**src/assert_macros.svh**
```systemverilog
// Assertion macros shared by the qualifier RTL.
// Included by the files that carry concurrent checks; no other dependencies.
`ifndef ASSERT_MACROS_SVH
`define ASSERT_MACROS_SVH

// Same-cycle implication, disabled during reset.
`define RCPQ_ASSERT_IMPLY(lbl, clk, rst_n, ante, cons, msg) \
	lbl: assert property (@(posedge clk) disable iff (!(rst_n)) (ante) |-> (cons)) \
		else $error(msg);

// Next-cycle implication, disabled during reset.
`define RCPQ_ASSERT_NEXT(lbl, clk, rst_n, ante, cons, msg) \
	lbl: assert property (@(posedge clk) disable iff (!(rst_n)) (ante) |=> (cons)) \
		else $error(msg);

`endif

```
**src/rcpq_pkg.sv**
```systemverilog
// Package for the RC PWM input qualifier: control states, link codes,
// register indexes, fixed constants and the divider request/response structs.
`default_nettype none

package rcpq_pkg;

	localparam int DIV_W  = 26;
	localparam int DSR_W  = 17;

	localparam logic [1:0] LINK_NC       = 2'd0;
	localparam logic [1:0] LINK_UNSTABLE = 2'd1;
	localparam logic [1:0] LINK_STABLE   = 2'd2;

	localparam logic [2:0] REG_PULSE_MIN   = 3'd0;
	localparam logic [2:0] REG_PULSE_MAX   = 3'd1;
	localparam logic [2:0] REG_NEUTRAL     = 3'd2;
	localparam logic [2:0] REG_NO_SIGNAL   = 3'd3;
	localparam logic [2:0] REG_AUTO_ZERO   = 3'd4;
	localparam logic [2:0] REG_AUTO_MINMAX = 3'd5;
	localparam logic [2:0] REG_FAILSAFE    = 3'd6;
	localparam logic [2:0] REG_CAL_TIME    = 3'd7;

	localparam logic [15:0] OUT_LOW  = 16'd1000;
	localparam logic [15:0] OUT_MID  = 16'd1500;
	localparam logic [8:0]  SEG_SPAN = 9'd500;
	localparam logic [6:0]  PCT_DEN  = 7'd100;
	localparam logic [19:0] FREQ_NUM = 20'd1000000;

	typedef enum logic [2:0] {
		ST_IDLE,
		ST_FREQ,
		ST_ZDIV,
		ST_LDIV,
		ST_UDIV,
		ST_APPLY,
		ST_MAP,
		ST_OUT
	} ctl_state_t;

	typedef struct packed {
		logic             start;
		logic [DIV_W-1:0] dividend;
		logic [DSR_W-1:0] divisor;
	} div_req_t;

	typedef struct packed {
		logic             busy;
		logic             done;
		logic [DIV_W-1:0] quotient;
	} div_rsp_t;

endpackage

`default_nettype wire

```
**src/rcpq_div.sv**
```systemverilog
// Bit-serial restoring divider: one quotient bit per clock.
// Depends on rcpq_pkg for widths and the request/response structs.
`default_nettype none

module rcpq_div (
	input  wire logic              clk,
	input  wire logic              arst_n,
	input  wire rcpq_pkg::div_req_t req,
	output rcpq_pkg::div_rsp_t     rsp
);
	import rcpq_pkg::*;

	localparam int CNT_W = $clog2(DIV_W + 1);

	logic [DIV_W-1:0] dvd_q;
	logic [DSR_W-1:0] dsr_q;
	logic [DSR_W-1:0] rem_q;
	logic [CNT_W-1:0] cnt_q;
	logic             busy_q;
	logic             done_q;

	logic [DSR_W:0]   trial;
	logic [DSR_W:0]   diff;
	logic             ge;

	always_comb begin
		trial = {rem_q, dvd_q[DIV_W-1]};
		diff  = trial - {1'b0, dsr_q};
		ge    = trial >= {1'b0, dsr_q};
	end

	always_ff @(posedge clk or negedge arst_n) begin
		if (!arst_n) begin
			busy_q <= 1'b0;
			done_q <= 1'b0;
			cnt_q  <= '0;
		end else begin
			done_q <= 1'b0;
			if (req.start && !busy_q) begin
				busy_q <= 1'b1;
				cnt_q  <= CNT_W'(DIV_W);
			end else if (busy_q) begin
				cnt_q <= cnt_q - CNT_W'(1);
				if (cnt_q == CNT_W'(1)) begin
					busy_q <= 1'b0;
					done_q <= 1'b1;
				end
			end
		end
	end

	always_ff @(posedge clk) begin
		if (req.start && !busy_q) begin
			dvd_q <= req.dividend;
			dsr_q <= req.divisor;
			rem_q <= '0;
		end else if (busy_q) begin
			rem_q <= ge ? diff[DSR_W-1:0] : trial[DSR_W-1:0];
			dvd_q <= {dvd_q[DIV_W-2:0], ge};
		end
	end

	assign rsp.busy     = busy_q;
	assign rsp.done     = done_q;
	assign rsp.quotient = dvd_q;

endmodule

`default_nettype wire

```
**src/rc_pwm_input_qualifier_core.sv**
```systemverilog
// Top level of the RC PWM input qualifier: link state machine, learning logic,
// sequencer and output register. Depends on rcpq_pkg, rcpq_div, assert_macros.svh.
`default_nettype none

// One pulse transaction is taken at a time. After acceptance the bit-serial
// divider runs five times (frequency, neutral tolerance, lower and upper
// calibration tolerance, segment map), each run launching it, shifting out the
// 26-bit quotient and ending with done; an update state between the fourth and
// fifth run and an output state follow. The input is taken again once the result
// sits in the output register, even while it waits.
module rc_pwm_input_qualifier_core #(
	parameter int STABLE_COUNT   = 10,
	parameter int PERIOD_LOW_US  = 2500,
	parameter int PERIOD_HIGH_US = 25000,
	parameter int ZERO_TOL_PCT   = 10,
	parameter int MINMAX_MID_US  = 400,
	parameter int MINMAX_TOL_PCT = 10
) (
	input  wire logic               clk,
	input  wire logic               arst_n,
	input  wire logic               cfg_we,
	input  wire logic [2:0]         cfg_index,
	input  wire logic [31:0]        cfg_data,
	input  wire logic               in_valid,
	output logic                    in_stall,
	input  wire logic [31:0]        timestamp_us,
	input  wire logic [15:0]        high_time_us,
	output logic                    out_valid,
	input  wire logic               out_stall,
	output logic [1:0]              link_state,
	output logic [15:0]             period_us,
	output logic [19:0]             frequency_hz,
	output logic signed [16:0]      raw_pulse,
	output logic signed [16:0]      scaled_pulse,
	output logic [15:0]             learned_neutral_us
);
	import rcpq_pkg::*;

	localparam logic [6:0]  ZTOL = 7'(ZERO_TOL_PCT);
	localparam logic [6:0]  MTOL = 7'(MINMAX_TOL_PCT);
	localparam logic [16:0] MMID = 17'(MINMAX_MID_US);

	// configuration
	logic [15:0] no_sig_q;
	logic        zero_en_q;
	logic        failsafe_q;
	logic [31:0] cal_time_q;

	// qualifier state
	logic [31:0] last_time_q;
	logic [15:0] period_now_q;
	logic [15:0] period_before_q;
	logic [1:0]  link_q;
	logic [7:0]  cnt_q;
	logic [31:0] stable_since_q;
	logic [15:0] seen_min_q;
	logic [15:0] seen_max_q;
	logic [15:0] neutral_q;
	logic [15:0] min_q;
	logic [15:0] max_q;
	logic        calib_q;

	// per-transaction working registers
	logic [31:0] now_q;
	logic [15:0] high_q;
	logic        do_zero_q;
	logic        do_cal_q;
	logic [19:0] freq_q;
	logic [15:0] zd_q;
	logic [9:0]  lq_q;
	logic [9:0]  uq_q;
	logic        map_neg_q;
	logic        map_low_q;
	logic        map_eq_q;
	logic        launched_q;

	ctl_state_t state_q, state_nxt;
	div_req_t   div_req;
	div_rsp_t   div_rsp;
	logic       accept;
	logic       is_div_state;
	logic       out_load;

	rcpq_div u_div (
		.clk    (clk),
		.arst_n (arst_n),
		.req    (div_req),
		.rsp    (div_rsp)
	);

	assign accept   = in_valid && !in_stall;
	assign in_stall = (state_q != ST_IDLE);

	// link update, evaluated on the incoming transaction
	logic [31:0] gap;
	logic [15:0] period_new;
	logic        sig_lost;
	logic        oor;
	logic [18:0] p5;
	logic [18:0] b4;
	logic [18:0] b6;
	logic [1:0]  link_new;
	logic [7:0]  cnt_new;
	logic        enter_stable;
	logic        cal_step;

	always_comb begin
		gap        = timestamp_us - last_time_q;
		period_new = (gap > 32'h0000_FFFF) ? 16'hFFFF : gap[15:0];
		sig_lost   = {1'b0, gap} > {16'b0, no_sig_q, 1'b0};
		p5         = 19'(period_new) * 19'd5;
		b4         = 19'(period_now_q) * 19'd4;
		b6         = 19'(period_now_q) * 19'd6;
		oor        = (period_new > 16'(PERIOD_HIGH_US)) || (period_new < 16'(PERIOD_LOW_US))
		             || (p5 <= b4) || (p5 >= b6);
		link_new     = link_q;
		cnt_new      = cnt_q;
		enter_stable = 1'b0;
		cal_step     = 1'b0;
		unique case (link_q)
			LINK_UNSTABLE: begin
				if (sig_lost) begin
					link_new = LINK_NC;
				end else if (oor) begin
					cnt_new = '0;
				end else if (cnt_q == 8'(STABLE_COUNT)) begin
					cnt_new      = '0;
					link_new     = LINK_STABLE;
					enter_stable = 1'b1;
				end else begin
					cnt_new = cnt_q + 8'd1;
				end
			end
			LINK_STABLE: begin
				if (sig_lost) begin
					link_new = LINK_NC;
				end else if (oor) begin
					link_new = LINK_UNSTABLE;
					cnt_new  = '0;
				end else begin
					cal_step = calib_q;
				end
			end
			default: begin
				link_new = LINK_UNSTABLE;
				cnt_new  = '0;
			end
		endcase
	end

	// segment map operands, taken from the updated calibration registers
	logic [15:0] seg_a;
	logic [15:0] seg_b;
	logic [17:0] seg_num;
	logic [17:0] seg_den;
	logic [16:0] num_mag;
	logic [16:0] den_mag;
	logic [DIV_W-1:0] map_prod;
	logic        map_low;

	always_comb begin
		map_low  = high_q <= neutral_q;
		seg_a    = map_low ? min_q : neutral_q;
		seg_b    = map_low ? neutral_q : max_q;
		seg_num  = {2'b0, high_q} - {2'b0, seg_a};
		seg_den  = {2'b0, seg_b} - {2'b0, seg_a};
		num_mag  = seg_num[17] ? 17'(-seg_num) : seg_num[16:0];
		den_mag  = seg_den[17] ? 17'(-seg_den) : seg_den[16:0];
		map_prod = DIV_W'(num_mag) * DIV_W'(SEG_SPAN);
	end

	// tolerance operands
	logic [17:0] lmid;
	logic [16:0] lmid_mag;
	logic [16:0] umid;

	always_comb begin
		lmid     = {2'b0, neutral_q} - {1'b0, MMID};
		lmid_mag = lmid[17] ? 17'(-lmid) : lmid[16:0];
		umid     = {1'b0, neutral_q} + MMID;
	end

	// sequencer
	always_comb begin
		is_div_state = (state_q == ST_FREQ) || (state_q == ST_ZDIV) || (state_q == ST_LDIV)
		               || (state_q == ST_UDIV) || (state_q == ST_MAP);
		out_load     = (state_q == ST_OUT) && (!out_valid || !out_stall);
	end

	always_comb begin
		state_nxt = state_q;
		unique case (state_q)
			ST_IDLE:  if (accept) state_nxt = ST_FREQ;
			ST_FREQ:  if (div_rsp.done) state_nxt = ST_ZDIV;
			ST_ZDIV:  if (div_rsp.done) state_nxt = ST_LDIV;
			ST_LDIV:  if (div_rsp.done) state_nxt = ST_UDIV;
			ST_UDIV:  if (div_rsp.done) state_nxt = ST_APPLY;
			ST_APPLY: state_nxt = ST_MAP;
			ST_MAP:   if (div_rsp.done) state_nxt = ST_OUT;
			ST_OUT:   if (out_load) state_nxt = ST_IDLE;
			default:  state_nxt = ST_IDLE;
		endcase
	end

	always_comb begin
		div_req.start    = is_div_state && !launched_q;
		div_req.dividend = '0;
		div_req.divisor  = DSR_W'(PCT_DEN);
		unique case (state_q)
			ST_FREQ: begin
				div_req.dividend = DIV_W'(FREQ_NUM);
				div_req.divisor  = {1'b0, period_now_q};
			end
			ST_ZDIV: div_req.dividend = DIV_W'(neutral_q) * DIV_W'(ZTOL);
			ST_LDIV: div_req.dividend = DIV_W'(lmid_mag);
			ST_UDIV: div_req.dividend = DIV_W'(umid);
			ST_MAP: begin
				div_req.dividend = map_prod;
				div_req.divisor  = den_mag;
			end
			default: ;
		endcase
	end

	always_ff @(posedge clk or negedge arst_n) begin
		if (!arst_n) begin
			state_q    <= ST_IDLE;
			launched_q <= 1'b0;
		end else begin
			state_q <= state_nxt;
			if (div_rsp.done) launched_q <= 1'b0;
			else if (div_req.start) launched_q <= 1'b1;
		end
	end

	// calibration window and limits
	logic [31:0] elapsed;
	logic signed [18:0] lmid_s;
	logic signed [18:0] umid_s;
	logic signed [18:0] dl;
	logic signed [18:0] du;
	logic signed [18:0] smin_s;
	logic signed [18:0] smax_s;
	logic [16:0] z_lo;
	logic [16:0] z_hi;

	always_comb begin
		elapsed = now_q - stable_since_q;
		lmid_s  = 19'(signed'(lmid));
		umid_s  = signed'({2'b0, umid});
		dl      = (lmid[17] ? -signed'({9'b0, lq_q}) : signed'({9'b0, lq_q}))
		          * signed'({12'b0, MTOL});
		du      = signed'({9'b0, uq_q}) * signed'({12'b0, MTOL});
		smin_s  = signed'({3'b0, seen_min_q});
		smax_s  = signed'({3'b0, seen_max_q});
		z_lo    = {1'b0, neutral_q} - {1'b0, zd_q};
		z_hi    = {1'b0, neutral_q} + {1'b0, zd_q};
	end

	always_ff @(posedge clk or negedge arst_n) begin
		if (!arst_n) begin
			no_sig_q        <= 16'd40000;
			zero_en_q       <= 1'b0;
			failsafe_q      <= 1'b0;
			cal_time_q      <= 32'd10000000;
			last_time_q     <= '0;
			period_now_q    <= '0;
			period_before_q <= '0;
			link_q          <= LINK_NC;
			cnt_q           <= '0;
			stable_since_q  <= '0;
			seen_min_q      <= '0;
			seen_max_q      <= '0;
			neutral_q       <= OUT_MID;
			min_q           <= OUT_LOW;
			max_q           <= 16'd2000;
			calib_q         <= 1'b0;
			do_zero_q       <= 1'b0;
			do_cal_q        <= 1'b0;
		end else begin
			if (cfg_we) begin
				unique case (cfg_index)
					REG_PULSE_MIN:   min_q       <= cfg_data[15:0];
					REG_PULSE_MAX:   max_q       <= cfg_data[15:0];
					REG_NEUTRAL:     neutral_q   <= cfg_data[15:0];
					REG_NO_SIGNAL:   no_sig_q    <= cfg_data[15:0];
					REG_AUTO_ZERO:   zero_en_q   <= cfg_data[0];
					REG_AUTO_MINMAX: calib_q     <= cfg_data[0];
					REG_FAILSAFE:    failsafe_q  <= cfg_data[0];
					REG_CAL_TIME:    cal_time_q  <= cfg_data;
					default: ;
				endcase
			end
			if (accept) begin
				period_before_q <= period_now_q;
				period_now_q    <= period_new;
				last_time_q     <= timestamp_us;
				link_q          <= link_new;
				cnt_q           <= cnt_new;
				if (enter_stable) stable_since_q <= timestamp_us;
				do_zero_q <= enter_stable && zero_en_q;
				do_cal_q  <= cal_step;
			end
			if (state_q == ST_APPLY) begin
				if (do_zero_q && ({1'b0, high_q} > z_lo) && ({1'b0, high_q} < z_hi))
					neutral_q <= high_q;
				if (do_cal_q) begin
					if (elapsed >= cal_time_q) begin
						if (smin_s > lmid_s - dl && smin_s < lmid_s + dl) min_q <= seen_min_q;
						if (smax_s > umid_s - du && smax_s < umid_s + du) max_q <= seen_max_q;
						calib_q <= 1'b0;
					end else begin
						if (seen_min_q == 16'd0 || high_q < seen_min_q) seen_min_q <= high_q;
						if (high_q > seen_max_q) seen_max_q <= high_q;
					end
				end
			end
		end
	end

	// payload capture
	always_ff @(posedge clk) begin
		if (accept) begin
			now_q  <= timestamp_us;
			high_q <= high_time_us;
		end
		if (div_rsp.done) begin
			unique case (state_q)
				ST_FREQ: freq_q <= (period_now_q == 16'd0) ? 20'd0 : div_rsp.quotient[19:0];
				ST_ZDIV: zd_q   <= div_rsp.quotient[15:0];
				ST_LDIV: lq_q   <= div_rsp.quotient[9:0];
				ST_UDIV: uq_q   <= div_rsp.quotient[9:0];
				default: ;
			endcase
		end
		if (state_q == ST_MAP && div_req.start) begin
			map_neg_q <= seg_num[17] ^ seg_den[17];
			map_low_q <= map_low;
			map_eq_q  <= (seg_a == seg_b);
		end
	end

	// result assembly
	logic signed [27:0] map_val;
	logic [15:0]        map_sat;
	logic [16:0]        fail_val;

	always_comb begin
		map_val = signed'({12'b0, map_low_q ? OUT_LOW : OUT_MID})
		          + (map_neg_q ? -signed'({2'b0, div_rsp.quotient})
		                       :  signed'({2'b0, div_rsp.quotient}));
		priority if (map_eq_q)              map_sat = OUT_MID;
		else if (map_val < 28'sd0)          map_sat = 16'd0;
		else if (map_val > 28'sd65535)      map_sat = 16'hFFFF;
		else                                map_sat = map_val[15:0];
		fail_val = failsafe_q ? {1'b0, neutral_q} : 17'h1FFFF;
	end

	always_ff @(posedge clk or negedge arst_n) begin
		if (!arst_n) begin
			out_valid <= 1'b0;
		end else if (out_load) begin
			out_valid <= 1'b1;
		end else if (!out_stall) begin
			out_valid <= 1'b0;
		end
	end

	always_ff @(posedge clk) begin
		if (out_load) begin
			link_state         <= link_q;
			period_us          <= period_now_q;
			frequency_hz       <= freq_q;
			learned_neutral_us <= neutral_q;
			if (link_q == LINK_STABLE) begin
				raw_pulse    <= signed'({1'b0, high_q});
				scaled_pulse <= signed'({1'b0, map_sat});
			end else begin
				raw_pulse    <= signed'(fail_val);
				scaled_pulse <= signed'(fail_val);
			end
		end
	end

`include "assert_macros.svh"

	`RCPQ_ASSERT_NEXT(a_accept_starts, clk, arst_n, accept, state_q == ST_FREQ, "no FREQ after accept")
	`RCPQ_ASSERT_IMPLY(a_div_done_state, clk, arst_n, div_rsp.done, is_div_state, "stray done")
	`RCPQ_ASSERT_IMPLY(a_no_start_busy, clk, arst_n, div_req.start, !div_rsp.busy, "start while busy")

endmodule

`default_nettype wire

```
**config.mk**
```make
export PLATFORM = sky130hd
export DESIGN_NAME = rc_pwm_input_qualifier_core
export DESIGN_NICKNAME = d
export VERILOG_FILES = /design/src/rcpq_pkg.sv /design/src/rcpq_div.sv /design/src/rc_pwm_input_qualifier_core.sv
export VERILOG_INCLUDE_DIRS = /design/src /design/src/src
export SDC_FILE = /design/constraint.sdc
export NUM_CORES = 2
export LEC_CHECK = 0
export ABC_AREA = 0
export BUFFER_PORTS_ARGS = -buffer_cell sky130_fd_sc_hd__buf_2
export CAP_MARGIN = 5
export CORE_AREA = 2 2 298 300
export DETAILED_ROUTE_END_ITERATION = 10
export DIE_AREA = 0 0 300 302
export PLACE_DENSITY = 0.67
export SLEW_MARGIN = 20
export SYNTH_ARGS = -nofsm -noshare
export SYNTH_HDL_FRONTEND = slang
export SYNTH_SLANG_ARGS = --single-unit
export TNS_END_PERCENT = 30
```
**constraint.sdc**
```tcl
create_clock -name clk -period 27.4 [get_ports clk]
set_clock_uncertainty 0.1 [all_clocks]
set_input_delay 1.37 -clock clk [delete_from_list [all_inputs] [get_ports clk]]
set_output_delay 1.37 -clock clk [all_outputs]
set_load 0.02 [all_outputs]
```
==> impl_summary.txt <==
----------------------------------------------------
[Outcome]
  Run status ... finished clean

[Synth]
  Count of flip-flops with a built-in enable after synthesis ... 237
  Netlist Area Pre-Place ... 0.0435 mm2
  Yosys warning count ... 0
  Syn_area_per_cell ... 9.24 um2
  Yosys cell types ... 102
  Flip-flop cell with the highest count after synthesis ... sky130_fd_sc_hd__edfxtp_1
  Most used standard cell by instance count after synthesis ... sky130_fd_sc_hd__ha_1
  Seq/Total Area, Yosys ... 30.8%
  Proportion of register bits with asynchronous set or reset after synthesis ... 48.1%
  Cells after synthesis ... 4708
  Cell types occupying the most area after synthesis ... sky130_fd_sc_hd__ha_1 (17%), sky130_fd_sc_hd__edfxtp_1 (16%), sky130_fd_sc_hd__dfrtp_1 (12%)
  Cell taking the most area after synthesis ... sky130_fd_sc_hd__ha_1
  Most numerous cell types in the synthesized netlist ... sky130_fd_sc_hd__ha_1 (608), sky130_fd_sc_hd__inv_1 (530), sky130_fd_sc_hd__a21oi_1 (325)
  Proportion of netlist area held by the largest area contributor ... 17.5%
  Register bit count reported by yosys ... 489
  Synthesized Nets ... 5466

[Timing]
  Setup TNS ... 0 ns
  Number of setup violations in the final report ... 0
  Hold Fails Final Rpt ... 0
  Final Max Slew Viols ... 0
  Worst slew margin relative to its limit ... 24.2%
  Fin crit share ... between 40% and 50%
  Max Freq ... 81.1 MHz
  Min Clock Period, post-route ... 12.33 ns
  Tightest Pin Transition ... 1.13 ns
  Unrepaired setup endpoints after global routing ... no

[Critical path]
  CP Buf/Inv Count ... 5
  Data required time of the critical path ... approximately 28 ns
  Delay-heaviest family, CP ... simple AND/OR/NAND/NOR gates
  RR Startpoint ... last_time_q[0]
  Critical path launch point ... timestamp_us[0]
  Class of the most critical setup path ... input port to register
  Most common cell type on the critical path ... sky130_fd_sc_hd__o21ai_0
  Critical Path AT ... 12.77 ns
  Delay of the slowest critical-path stage ... approximately 0.77 ns
  Worst Path Max Fanout ... 22
  Slowest cell on crit path ... sky130_fd_sc_hd__nor2_1
  Startpoint class of the critical path ... input port
  Crit path capture type ... register

[Clock network]
  Number of sinks on the clock net ... 489
  Clock H-tree levels ... 2
  Number of clock buffers inserted by TritonCTS ... 57
  Longest Clk Path Bufs ... 3
  Number of setup buffers added after CTS ... 0
  Clock root buffer ... sky130_fd_sc_hd__clkbuf_16
  CTS tree ... yes
  Clock input transition at the sequential cells of the worst setup and hold paths ... 0.06 ns
  PostCTS Resize Cnt ... 0
  Clock latency on the worst-skew pair ... just under 0.7 ns
  Hold-fix buffers at CTS ... 0

[Global route]
  Total congestion overflow after global routing ... 0
  Via count of the first global-routing pass ... 35127
  All-layer global routing usage ... 30.4%
  Wire length of the first global-routing pass ... 209 mm
  Initial antenna violation count ... 7
  Pin count of the biggest net entering global routing ... between 100 and 150

[Finish]
  Number of fill cells ... 8056
  Layout cell share with drive strength beyond 1 ... a little over a tenth
  Number of nets in the final layout ... 5629
  Area growth, synth to finish ... 10.1%

[Placement]
  Number of buffer cells added on primary ports ... approximately 180
  Routability congestion estimate from global placement ... 0.995
  Placed wire-length estimate ... ~110 mm

[Detailed routing]
  Antenna Nets Post-Route ... 0
  Total length of routed wires ... about 140 mm
  DRC ... 0
  Overall via count from detail_route ... roughly 36000
  Vias per std cell ... between 5 and 6
  Starting DRT DRC Count ... 2951
  Detailed-router iteration count before antenna repair ... 5
  Wire per inst ... 22.7 um

[Floorplan]
  Count of standard-cell rows ... 109
  Area enclosed by the die boundary ... 0.0906 mm2
  Width of the die ... 300 um
  Count of boundary I/O pins ... 178
  Effective utilization at floorplan ... 49.7%
  Vertical die dimension ... 302 um
  Placeable core area ... ~0.09 mm2

[Job]
  Max-cap check violation count ... 0

[Min path]
  Hold_sp ... freq_q[8]
  Class of the most critical hold timing path ... register to register

----------------------------------------------------
## metal layers
metal	wire length, um	global-route usage, %	vias up	part of all wire [%]
met4	7910	15.2	8	5.7
met3	11400	5.70	360	8.2
li1	-	-	17076	-
met2	61300	48.3	1388	44
met1	57800	39.7	17289	42
met5	47	0	-	0.034
## through the flow
stage / cells / setup WS, ns / cell area (um2) / util (%) / hold slack, ns
after global routing: 6085 / 14.25 / 47900 / 54.7 / 0.327
after floorplan: 4708 / 16.41 / 43500 / - / 0.300
final: 6086 / 15.07 / 47900 / 54.7 / 0.317
after global placement: 5976 / 14.33 / 45800 / 52.3 / 0.304
after CTS: 6084 / 14.88 / 47900 / 54.7 / 0.316
after detailed placement: 5976 / 14.20 / 45800 / 52.3 / 0.307
## kinds of logic (layout without fill, tap and decap cells)
| group | after synthesis | after routing | share of synthesized area (%) |
|---|---|---|---|
| and+or+nand+nor | 1118 | 1118 | 12.6 |
| xor gates and xnor gates | 330 | 330 | 6.73 |
| adders and majority gates | 679 | 679 | 20.6 |
| DFF | 489 | 489 | 30.8 |
| other | 0 | 1 | 0 |
| AOI/OAI and AO/OA | 1176 | 1176 | 17.5 |
| muxes | 253 | 253 | 6.07 |
| buffers and inverters | 663 | 875 | 5.81 |
## layout make-up
| class | count | area (um2) | area share, % |
|---|---|---|---|
| antenna | 1 | 2.50 | 0.00523 |
| clock buffer | 72 | 1570 | 3.29 |
| clock inverter | 36 | 464 | 0.969 |
| inverter | 537 | 2020 | 4.21 |
| multi-input combinational | 3556 | 27700 | 57.8 |
| sequential | 489 | 13400 | 27.9 |
| tap | 1165 | 1460 | 3.04 |
| timing repair buffer | 230 | 1310 | 2.74 |
## final timing paths
path                                       to  depth (start not counted)  slack, ns
max                        stable_since_q[20]                         50      15.07
min                           frequency_hz[8]                          0       0.32
max reg2reg                stable_since_q[20]                         48      15.60
min reg2reg                   frequency_hz[8]                          0       0.32
max in group asynchronous      last_time_q[9]                          2      25.01
min in group asynchronous      cal_time_q[26]                          1       0.65
## flip-flops by register name, indices dropped and copies added, names as in the netlist, 17 cells and up
register and flops:
cal_time_q 32, freq_q 20, frequency_hz 20, last_time_q 32, now_q 32, scaled_pulse 17
stable_since_q 32, u_div.dsr_q 17, u_div.dvd_q 26, u_div.rem_q 17
## layout by cell type (no fill, tap or decap), types with 22 or more instances in the layout
cell type                     n
sky130_fd_sc_hd__buf_2      176
sky130_fd_sc_hd__nor2_1     303
sky130_fd_sc_hd__o21a_1      80
sky130_fd_sc_hd__inv_1      529
sky130_fd_sc_hd__dfrtp_1    203
sky130_fd_sc_hd__nor2b_1     81
sky130_fd_sc_hd__dfstp_2     32
sky130_fd_sc_hd__fa_1        62
sky130_fd_sc_hd__nand4_1     60
sky130_fd_sc_hd__ha_1       608
sky130_fd_sc_hd__xor2_1      80
sky130_fd_sc_hd__clkbuf_16   58
sky130_fd_sc_hd__edfxtp_1   237
sky130_fd_sc_hd__nor4_1      25
sky130_fd_sc_hd__a21boi_0    32
sky130_fd_sc_hd__nand2b_1    47
sky130_fd_sc_hd__and2_1      27
sky130_fd_sc_hd__o21bai_1    57
sky130_fd_sc_hd__xnor2_1    245
sky130_fd_sc_hd__mux2i_1    166
sky130_fd_sc_hd__nor3_1      74
sky130_fd_sc_hd__a21o_1     108
sky130_fd_sc_hd__nand2_1    287
sky130_fd_sc_hd__a21oi_1    324
sky130_fd_sc_hd__o22ai_1     31
sky130_fd_sc_hd__nand3_1     70
sky130_fd_sc_hd__o211ai_1    22
sky130_fd_sc_hd__buf_4       52
sky130_fd_sc_hd__and3_1      32
sky130_fd_sc_hd__or3_1       30
sky130_fd_sc_hd__o21ai_0    278
sky130_fd_sc_hd__a31oi_1     32
sky130_fd_sc_hd__mux2_2      87
## worst reg2reg max path: cells and delay by family, from the launching register on
family / cells / cell delay (ns)
buffers and inverters: 3 / 0.38
DFF: 1 / 0.35
and+or+nand+nor: 16 / 4.36
xor gates and xnor gates: 1 / 0.24
muxes: 2 / 0.52
adders and majority gates: 6 / 1.63
AOI/OAI and AO/OA: 20 / 4.16
Power is not shown: default switching activity piles up to over one toggle a cycle in this logic, so the estimate is an artifact.
